<file path="config.mk">
export PLATFORM = sky130hd
export DESIGN_NAME = thumb_register_alu_with_flags
export DESIGN_NICKNAME = d
export VERILOG_FILES = /design/src/design/tralu_pkg.sv /design/src/design/tralu_decode.sv /design/src/design/tralu_execute.sv /design/src/design/tralu_output.sv /design/src/design/thumb_register_alu_with_flags.sv
export SDC_FILE = /design/constraint.sdc
export NUM_CORES = 2
export LEC_CHECK = 0
export BUFFER_PORTS_ARGS = -buffer_cell sky130_fd_sc_hd__buf_2
export CORE_UTILIZATION = 65
export DETAILED_ROUTE_END_ITERATION = 7
export HOLD_SLACK_MARGIN = 0.08
export PLACE_DENSITY = 0.83
export REMOVE_ABC_BUFFERS = 1
export SLEW_MARGIN = 20
export SYNTH_ARGS = -nofsm -noshare
export SYNTH_HDL_FRONTEND = slang
export SYNTH_SLANG_ARGS = --single-unit
</file>
<file path="constraint.sdc">
create_clock -name aclk -period 12.7 [get_ports aclk]
set_input_delay 0 -clock aclk [delete_from_list [all_inputs] [get_ports aclk]]
set_output_delay 0 -clock aclk [all_outputs]
set_load 0.01 [all_outputs]
</file>
<file path="src/design/tralu_pkg.sv">
`timescale 1ns / 1ps
// Shared types and constants for the Thumb register ALU pipeline.
// No dependencies; imported by every module of the block.
package tralu_pkg;

    localparam int DATA_W      = 32;
    localparam int AMT_W       = 8;
    localparam int SHIFT_W     = 5;
    localparam int IN_TDATA_W  = 72;
    localparam int OUT_TDATA_W = 40;

    localparam logic [DATA_W-1:0] SIGN_MASK = 32'h8000_0000;
    localparam logic [AMT_W-1:0]  BYTE_MASK = 8'hFF;
    localparam logic [AMT_W-1:0]  AMT_WORD  = 8'd32;

    // Thumb format 4 operation codes
    typedef enum logic [3:0] {
        OP_AND, OP_EOR, OP_LSL, OP_LSR, OP_ASR, OP_ADC, OP_SBC, OP_ROR,
        OP_TST, OP_NEG, OP_CMP, OP_CMN, OP_ORR, OP_MUL, OP_BIC, OP_MVN
    } op_t;

    // Input item as received on the slave side
    typedef struct packed {
        op_t               req_type;
        logic [DATA_W-1:0] dest_value;
        logic [DATA_W-1:0] source_value;
        logic              carry_in;
        logic              overflow_in;
    } in_item_t;

    // Stage 1 -> stage 2: operands, adder inputs, product, shift decode
    typedef struct packed {
        op_t                op;
        logic [DATA_W-1:0]  a;
        logic [DATA_W-1:0]  b;
        logic               c;
        logic               v;
        logic [DATA_W-1:0]  add_x;
        logic [DATA_W-1:0]  add_y;
        logic               add_cin;
        logic [DATA_W-1:0]  product;
        logic               amt_zero;
        logic               amt_lt32;
        logic               amt_eq32;
        logic [SHIFT_W-1:0] shamt;
    } dec_t;

    // Stage 2 -> stage 3: selected result and C/V
    typedef struct packed {
        logic [DATA_W-1:0] result;
        logic              write_back;
        logic              carry;
        logic              overflow;
    } exe_t;

    // Result item as sent on the master side
    typedef struct packed {
        logic [DATA_W-1:0] result_value;
        logic              write_back;
        logic              flag_negative;
        logic              flag_zero;
        logic              flag_carry;
        logic              flag_overflow;
    } out_item_t;

endpackage

</file>
<file path="src/design/tralu_decode.sv">
`timescale 1ns / 1ps
// Stage 1: operand capture, adder operand muxing, multiply, shift amount decode.
// Depends on tralu_pkg.
module tralu_decode
    import tralu_pkg::*;
(
    input  logic     aclk,
    input  logic     aresetn,
    input  logic     in_valid,
    input  in_item_t in_item,
    output logic     in_ready,
    output logic     out_valid,
    output dec_t     out_item,
    input  logic     out_ready
);

    logic             valid_reg;
    logic             valid_next;
    dec_t             data_reg;
    dec_t             data_next;
    logic [AMT_W-1:0] amt;

    assign in_ready  = !valid_reg || out_ready;
    assign out_valid = valid_reg;
    assign out_item  = data_reg;
    assign amt       = in_item.source_value[AMT_W-1:0] & BYTE_MASK;

    // Operand preparation; subtracts become x + ~y + cin
    always_comb begin
        data_next          = '0;
        data_next.op       = in_item.req_type;
        data_next.a        = in_item.dest_value;
        data_next.b        = in_item.source_value;
        data_next.c        = in_item.carry_in;
        data_next.v        = in_item.overflow_in;
        data_next.product  = in_item.dest_value * in_item.source_value;
        data_next.amt_zero = (amt == '0);
        data_next.amt_lt32 = (amt < AMT_WORD);
        data_next.amt_eq32 = (amt == AMT_WORD);
        data_next.shamt    = amt[SHIFT_W-1:0];
        case (in_item.req_type)
            OP_ADC: begin
                data_next.add_x   = in_item.dest_value;
                data_next.add_y   = in_item.source_value;
                data_next.add_cin = in_item.carry_in;
            end
            OP_SBC: begin
                data_next.add_x   = in_item.dest_value;
                data_next.add_y   = ~in_item.source_value;
                data_next.add_cin = in_item.carry_in;
            end
            OP_NEG: begin
                data_next.add_x   = '0;
                data_next.add_y   = ~in_item.source_value;
                data_next.add_cin = 1'b1;
            end
            OP_CMP: begin
                data_next.add_x   = in_item.dest_value;
                data_next.add_y   = ~in_item.source_value;
                data_next.add_cin = 1'b1;
            end
            default: begin
                data_next.add_x   = in_item.dest_value;
                data_next.add_y   = in_item.source_value;
                data_next.add_cin = 1'b0;
            end
        endcase
    end

    assign valid_next = in_ready ? in_valid : valid_reg;

    // Stage register
    always_ff @(posedge aclk) begin
        if (!aresetn) begin
            valid_reg <= 1'b0;
        end else begin
            valid_reg <= valid_next;
        end
    end

    always_ff @(posedge aclk) begin
        if (in_ready && in_valid) begin
            data_reg <= data_next;
        end
    end

endmodule

</file>
<file path="src/design/tralu_execute.sv">
`timescale 1ns / 1ps
// Stage 2: adder, barrel shifter, logic unit and result select.
// Depends on tralu_pkg.
module tralu_execute
    import tralu_pkg::*;
(
    input  logic aclk,
    input  logic aresetn,
    input  logic in_valid,
    input  dec_t in_item,
    output logic in_ready,
    output logic out_valid,
    output exe_t out_item,
    input  logic out_ready
);

    logic                valid_reg;
    logic                valid_next;
    exe_t                data_reg;
    exe_t                data_next;
    logic [DATA_W:0]     sum;
    logic [DATA_W-1:0]   a;
    logic [SHIFT_W-1:0]  n;
    logic [SHIFT_W-1:0]  idx_dn;
    logic [SHIFT_W-1:0]  idx_up;
    logic [2*DATA_W-1:0] rot;
    logic                add_v;

    assign in_ready  = !valid_reg || out_ready;
    assign out_valid = valid_reg;
    assign out_item  = data_reg;

    assign a      = in_item.a;
    assign n      = in_item.shamt;
    assign idx_dn = n - SHIFT_W'(1);
    assign idx_up = SHIFT_W'(7'(DATA_W) - 7'(n));
    assign rot    = {a, a} >> n;

    // Shared adder and its overflow
    assign sum   = {1'b0, in_item.add_x} + {1'b0, in_item.add_y}
                 + (DATA_W+1)'(in_item.add_cin);
    assign add_v = |(~(in_item.add_x ^ in_item.add_y)
                   & (in_item.add_x ^ sum[DATA_W-1:0]) & SIGN_MASK);

    // Result and C/V select
    always_comb begin
        data_next            = '0;
        data_next.write_back = 1'b1;
        data_next.carry      = in_item.c;
        data_next.overflow   = in_item.v;
        case (in_item.op)
            OP_AND: data_next.result = a & in_item.b;
            OP_EOR: data_next.result = a ^ in_item.b;
            OP_ORR: data_next.result = a | in_item.b;
            OP_BIC: data_next.result = a & ~in_item.b;
            OP_MVN: data_next.result = ~in_item.b;
            OP_MUL: data_next.result = in_item.product;
            OP_TST: begin
                data_next.result     = a & in_item.b;
                data_next.write_back = 1'b0;
            end
            OP_LSL: begin
                if (in_item.amt_zero) begin
                    data_next.result = a;
                end else if (in_item.amt_lt32) begin
                    data_next.result = a << n;
                    data_next.carry  = a[idx_up];
                end else if (in_item.amt_eq32) begin
                    data_next.carry  = a[0];
                end else begin
                    data_next.carry  = 1'b0;
                end
            end
            OP_LSR: begin
                if (in_item.amt_zero) begin
                    data_next.result = a;
                end else if (in_item.amt_lt32) begin
                    data_next.result = a >> n;
                    data_next.carry  = a[idx_dn];
                end else if (in_item.amt_eq32) begin
                    data_next.carry  = a[DATA_W-1];
                end else begin
                    data_next.carry  = 1'b0;
                end
            end
            OP_ASR: begin
                if (in_item.amt_zero) begin
                    data_next.result = a;
                end else if (in_item.amt_lt32) begin
                    data_next.result = DATA_W'($signed(a) >>> n);
                    data_next.carry  = a[idx_dn];
                end else begin
                    data_next.result = {DATA_W{a[DATA_W-1]}};
                    data_next.carry  = a[DATA_W-1];
                end
            end
            OP_ROR: begin
                if (in_item.amt_zero) begin
                    data_next.result = a;
                end else if (n == '0) begin
                    data_next.result = a;
                    data_next.carry  = a[DATA_W-1];
                end else begin
                    data_next.result = rot[DATA_W-1:0];
                    data_next.carry  = a[idx_dn];
                end
            end
            OP_ADC, OP_SBC, OP_NEG: begin
                data_next.result   = sum[DATA_W-1:0];
                data_next.carry    = sum[DATA_W];
                data_next.overflow = add_v;
            end
            OP_CMP, OP_CMN: begin
                data_next.result     = sum[DATA_W-1:0];
                data_next.carry      = sum[DATA_W];
                data_next.overflow   = add_v;
                data_next.write_back = 1'b0;
            end
            default: data_next.result = a;
        endcase
    end

    assign valid_next = in_ready ? in_valid : valid_reg;

    // Stage register
    always_ff @(posedge aclk) begin
        if (!aresetn) begin
            valid_reg <= 1'b0;
        end else begin
            valid_reg <= valid_next;
        end
    end

    always_ff @(posedge aclk) begin
        if (in_ready && in_valid) begin
            data_reg <= data_next;
        end
    end

endmodule

</file>
<file path="src/design/tralu_output.sv">
`timescale 1ns / 1ps
// Stage 3: N/Z flag generation and the output register of the master side.
// Depends on tralu_pkg.
module tralu_output
    import tralu_pkg::*;
(
    input  logic      aclk,
    input  logic      aresetn,
    input  logic      in_valid,
    input  exe_t      in_item,
    output logic      in_ready,
    output logic      out_valid,
    output out_item_t out_item,
    input  logic      out_ready
);

    logic      valid_reg;
    logic      valid_next;
    out_item_t data_reg;
    out_item_t data_next;

    assign in_ready  = !valid_reg || out_ready;
    assign out_valid = valid_reg;
    assign out_item  = data_reg;

    // Flags from the final result
    always_comb begin
        data_next.result_value  = in_item.result;
        data_next.write_back    = in_item.write_back;
        data_next.flag_negative = in_item.result[DATA_W-1];
        data_next.flag_zero     = (in_item.result == '0);
        data_next.flag_carry    = in_item.carry;
        data_next.flag_overflow = in_item.overflow;
    end

    assign valid_next = in_ready ? in_valid : valid_reg;

    // Output register; holds while the receiver stalls
    always_ff @(posedge aclk) begin
        if (!aresetn) begin
            valid_reg <= 1'b0;
        end else begin
            valid_reg <= valid_next;
        end
    end

    always_ff @(posedge aclk) begin
        if (in_ready && in_valid) begin
            data_reg <= data_next;
        end
    end

endmodule

</file>
<file path="src/design/thumb_register_alu_with_flags.sv">
`timescale 1ns / 1ps
// Thumb format 4 register ALU: AND, EOR, shifts, ADC, SBC, ROR, TST, NEG,
// CMP, CMN, ORR, MUL, BIC, MVN with N/Z/C/V flags. Uses tralu_pkg and stages.
//
// Usage:
//  - Slave channel (s_t*) carries one operation per transfer: opcode, Rd and
//    Rs values and the current C and V flags.
//  - Master channel (m_t*) returns one result per operation, in order: the
//    32-bit value, the write-back enable and the new N, Z, C, V flags.
//  - Items pass the stages in order: stage 1 muxes the adder operands and
//    forms the product, stage 2 runs the adder, shifter and logic unit,
//    stage 3 derives N/Z and drives the output register feeding m_tvalid.
//  - Throughput is one operation per cycle without stalls; each stage takes
//    a new item when it is empty or its contents move on in the same cycle.
//  - When m_tready is low the output register holds; the stages behind it
//    keep filling, and s_tready drops only when all three are occupied.
//  - Reset (aresetn low at a clock edge) empties all stages; no results are
//    pending afterwards.
module thumb_register_alu_with_flags
    import tralu_pkg::*;
(
    input  logic                   aclk,
    input  logic                   aresetn,
    input  logic                   s_tvalid,
    output logic                   s_tready,
    // [3:0] req_type, [35:4] dest_value, [67:36] source_value,
    // [68] carry_in, [69] overflow_in, [71:70] zero
    input  logic [IN_TDATA_W-1:0]  s_tdata,
    output logic                   m_tvalid,
    input  logic                   m_tready,
    // [31:0] result_value, [32] write_back, [33] flag_negative,
    // [34] flag_zero, [35] flag_carry, [36] flag_overflow, [39:37] zero
    output logic [OUT_TDATA_W-1:0] m_tdata
);

    in_item_t  in_item;
    dec_t      dec_item;
    exe_t      exe_item;
    out_item_t out_item;
    logic      dec_valid;
    logic      exe_valid;
    logic      exe_ready;
    logic      out_ready;

    // Unpack the slave transfer
    assign in_item.req_type     = op_t'(s_tdata[3:0]);
    assign in_item.dest_value   = s_tdata[35:4];
    assign in_item.source_value = s_tdata[67:36];
    assign in_item.carry_in     = s_tdata[68];
    assign in_item.overflow_in  = s_tdata[69];

    tralu_decode u_decode (
        .aclk      (aclk),
        .aresetn   (aresetn),
        .in_valid  (s_tvalid),
        .in_item   (in_item),
        .in_ready  (s_tready),
        .out_valid (dec_valid),
        .out_item  (dec_item),
        .out_ready (exe_ready)
    );

    tralu_execute u_execute (
        .aclk      (aclk),
        .aresetn   (aresetn),
        .in_valid  (dec_valid),
        .in_item   (dec_item),
        .in_ready  (exe_ready),
        .out_valid (exe_valid),
        .out_item  (exe_item),
        .out_ready (out_ready)
    );

    tralu_output u_output (
        .aclk      (aclk),
        .aresetn   (aresetn),
        .in_valid  (exe_valid),
        .in_item   (exe_item),
        .in_ready  (out_ready),
        .out_valid (m_tvalid),
        .out_item  (out_item),
        .out_ready (m_tready)
    );

    // Pack the master transfer
    assign m_tdata = {3'b000,
                      out_item.flag_overflow,
                      out_item.flag_carry,
                      out_item.flag_zero,
                      out_item.flag_negative,
                      out_item.write_back,
                      out_item.result_value};

endmodule

</file>
==> reports/results.txt <==
Largest net degree at the start of global routing = 171
Type of the most critical hold path = input pin to flip-flop
Crit path time final = 7.24 ns
Routed length on met1 = 38.1 mm
CP max FO = 34
Total core area = 0.0513 mm²
Top layer in use = met5
Met2 Wirelength = 49.2 mm
Slew @ Worst Pin = 1.20 ns
Max Cap Viol = 0
Initial Util = 65.7%
Via density = 6.62
Cell Area, Synth = 0.0337 mm²
Design Area, Final = 0.0360 mm²
Vias in the first global route = 28500
H-tree Lvls = 1
First DRT Iteration DRCs = 3535
First-pass GRT wire length = 166 mm
Slew Limit Headroom = 19.9%
Boundary pin count = 118
Clock Pin Slew Worst Setup and Hold Paths = 0.07 ns
Syn avg cell area = 9.50 µm²
DRC errors left = 0
Setup CP Type = input pin to flip-flop
Placed cell area = 0.0344 mm²
Max Clock Skew = 0.0191 ns
Crit end category = flip-flop
Met3 wire len = 14.1 mm
GPL Wtd Cong = 1.14
CTS tree = built
DP Wirelength = 77.9 mm
Detail Route Antenna Nets = 0
Ys Warns = 0
TritonCTS Buffers = 24
Crit path launch type = input pin
Outcome = finished clean
Worst-case clock buffer depth = 3
RSZ-0062 raised after global routing = no
Synth top area cells = fa_1 24%, edfxtp_1 21%, ha_1 7.0%, and2_1 5.6%, inv_1 5.2%
Final hold violation count = 0
Slowest stage cell, crit path = buf_2
Top-area cell type share of the netlist area = 24.4%
DR vias = 28000
Gr usage total = 41.6%
Most common cell on crit path = fa_1
Core Rows = 83
Worst path max stage delay = 0.60 ns
Setup TNS = 0 ns
Fin nets = 4212
Die height = 230 µm
Worst Path Required = 12.95 ns
Final period util = 57.0%
EDFF count, synth = 241
Area Overhead vs Synth = 6.85%
FF-to-FF setup slack = 7.57 ns
Initial antenna violation count = 6
DR pass1 iterations = 8
Die ar. = 0.0527 mm²
Seq/Total Area, Yosys = 21.7%
Sink Count = 244
Utilization after layout = 70.2%
Critical path data arrival time = 7.49 ns
WL/cell = 25.6 µm
# setup viols final = 0
Die X = 230 µm
Crit-path cells = dlygate4sd3_1, buf_2, and2_1, fa_1, inv_1, fa_1, fa_1, fa_1, inv_1, fa_1, inv_1, fa_1, inv_1, fa_1, fa_1, ha_1, a41o_1, a32o_1, a21oi_1, a311o_1, nand3_1, o21ai_0, xnor2_1
Synth Register Bits = 244
Port bufs = 112
Synthesized instance count = 3544
Yosys cell types = 84
Primary FF master, synth = edfxtp_1
CTS root buf = clkbuf_16
Total gr overflow = 0
Ys async rst share = 0%
Fmax = 0.138 GHz
ANT cells = 0
Worst-Skew Late Latency = 0.55 ns
Final hold slack = 0.111 ns
Layout cells sized above 1 = 8.95%
Max-slew violation count = 0
Leading area contributor after synthesis = fa_1
WL final = 109 mm
==> cell type report <==
class                      count  area (µm²)
clock buffer                  26         629
sequential                   244        7300
fill                        3821       15300
inverter                     475        1780
multi-input combinational   2567       23600
timing repair buffer         225        1620
tap                          680         851
clock inverter                17         189
==> synthesized netlist by cell type (11+ instances only) <==
cell type and n:
o21ai_0 126, buf_2 12, or3_1 13, xnor2_1 114, nor2b_1 47, a21oi_1 152
clkbuf_1 221, o21a_1 19, o211ai_1 16, o22ai_1 36, nor3_1 33, mux2i_1 64
xor2_1 29, nand3_1 22, nand2_1 349, nor2_1 218, edfxtp_1 241, and3_1 11
a21o_1 26, and2_1 300, a221oi_1 21, o221ai_1 11, fa_1 410, inv_1 471
a211oi_1 43, nor4_1 14, o2111ai_1 18, buf_4 14, mux2_2 26, ha_1 189
mux4_2 71, nand2b_1 11, a31oi_1 32
==> layer usage <==
| layer | GRT usage (%) | vias to the layer above |
|---|---|---|
| li1 | - | 11800 |
| met3 | 10.5 | 481 |
| met5 | 0 | - |
| met1 | 52.8 | 13600 |
| met2 | 65.4 | 2098 |
| met4 | 23.0 | 6 |
==> final timing paths <==
check	startpoint	end	cells after the start
worst max-delay path	s_tdata[38]	u_decode.out_item[39]	23
worst min-delay path	s_tdata[9]	u_decode.out_item[144]	1
worst max register to register	u_decode.out_item[1]	u_execute.out_item[21]	11
worst min register to register	u_execute.out_item[1]	u_output.out_item[1]	0
==> state kept, by name, summed over array words and instances (netlist names) <==
register             flops
u_decode.out_valid       1
u_decode.out_item      170
u_execute.out_item      35
u_output.out_item       36
u_output.out_valid       1
u_execute.out_valid      1
==> worst max-delay path, delay by kind of cell <==
family                   cells  cell delay, ns
XOR/XNOR                     1            0.20
adder cells (fa/ha/maj)      9            4.18
AO/OA/AOI/OAI                5            1.35
buffers and inverters        6            1.38
AND/OR/NAND/NOR              2            0.34
==> cells by family (layout without fill, tap and decap cells) <==
| logic type | Yosys count | in the layout | share of synthesized area, % |
|---|---|---|---|
| compound gates | 620 | 620 | 12.1 |
| xor+xnor | 143 | 143 | 3.72 |
| fa+ha+maj | 599 | 599 | 31.4 |
| buf+inv | 735 | 743 | 8.50 |
| flops | 244 | 244 | 21.7 |
| mux | 164 | 164 | 7.70 |
| other cells | 1 | 3 | 0.0111 |
| simple gates | 1038 | 1038 | 14.9 |
==> through the flow <==
| step | setup WS, ns | instances |
|---|---|---|
| 2_1_floorplan | 2.41 | 3286 |
| 3_3_place_gp | 5.60 | 4118 |
| 3_5_place_dp | 5.57 | 4118 |
| 4_1_cts | 5.59 | 4233 |
| 5_1_grt | 5.20 | 4234 |
| 6_report | 5.46 | 4234 |
==> timing repair <==
item,CTS,global route
setup buffers,0,0
hold buffers,72,0
endpoints found under the hold margin,108,0
resized for setup,0,0
==> cells in the final DEF, fill, tap and decap left out, types with 72 or more instances in the layout <==
| cell | n |
|---|---|
| ha_1 | 189 |
| xnor2_1 | 114 |
| buf_2 | 112 |
| edfxtp_1 | 241 |
| fa_1 | 410 |
| a21oi_1 | 152 |
| inv_1 | 470 |
| nor2_1 | 217 |
| o21ai_0 | 126 |
| nand2_1 | 349 |
| dlygate4sd3_1 | 72 |
| and2_1 | 300 |
Power is left out: the tool's default activity adds up to more than one toggle a clock period on the data nets, which glitch-free logic cannot reach.
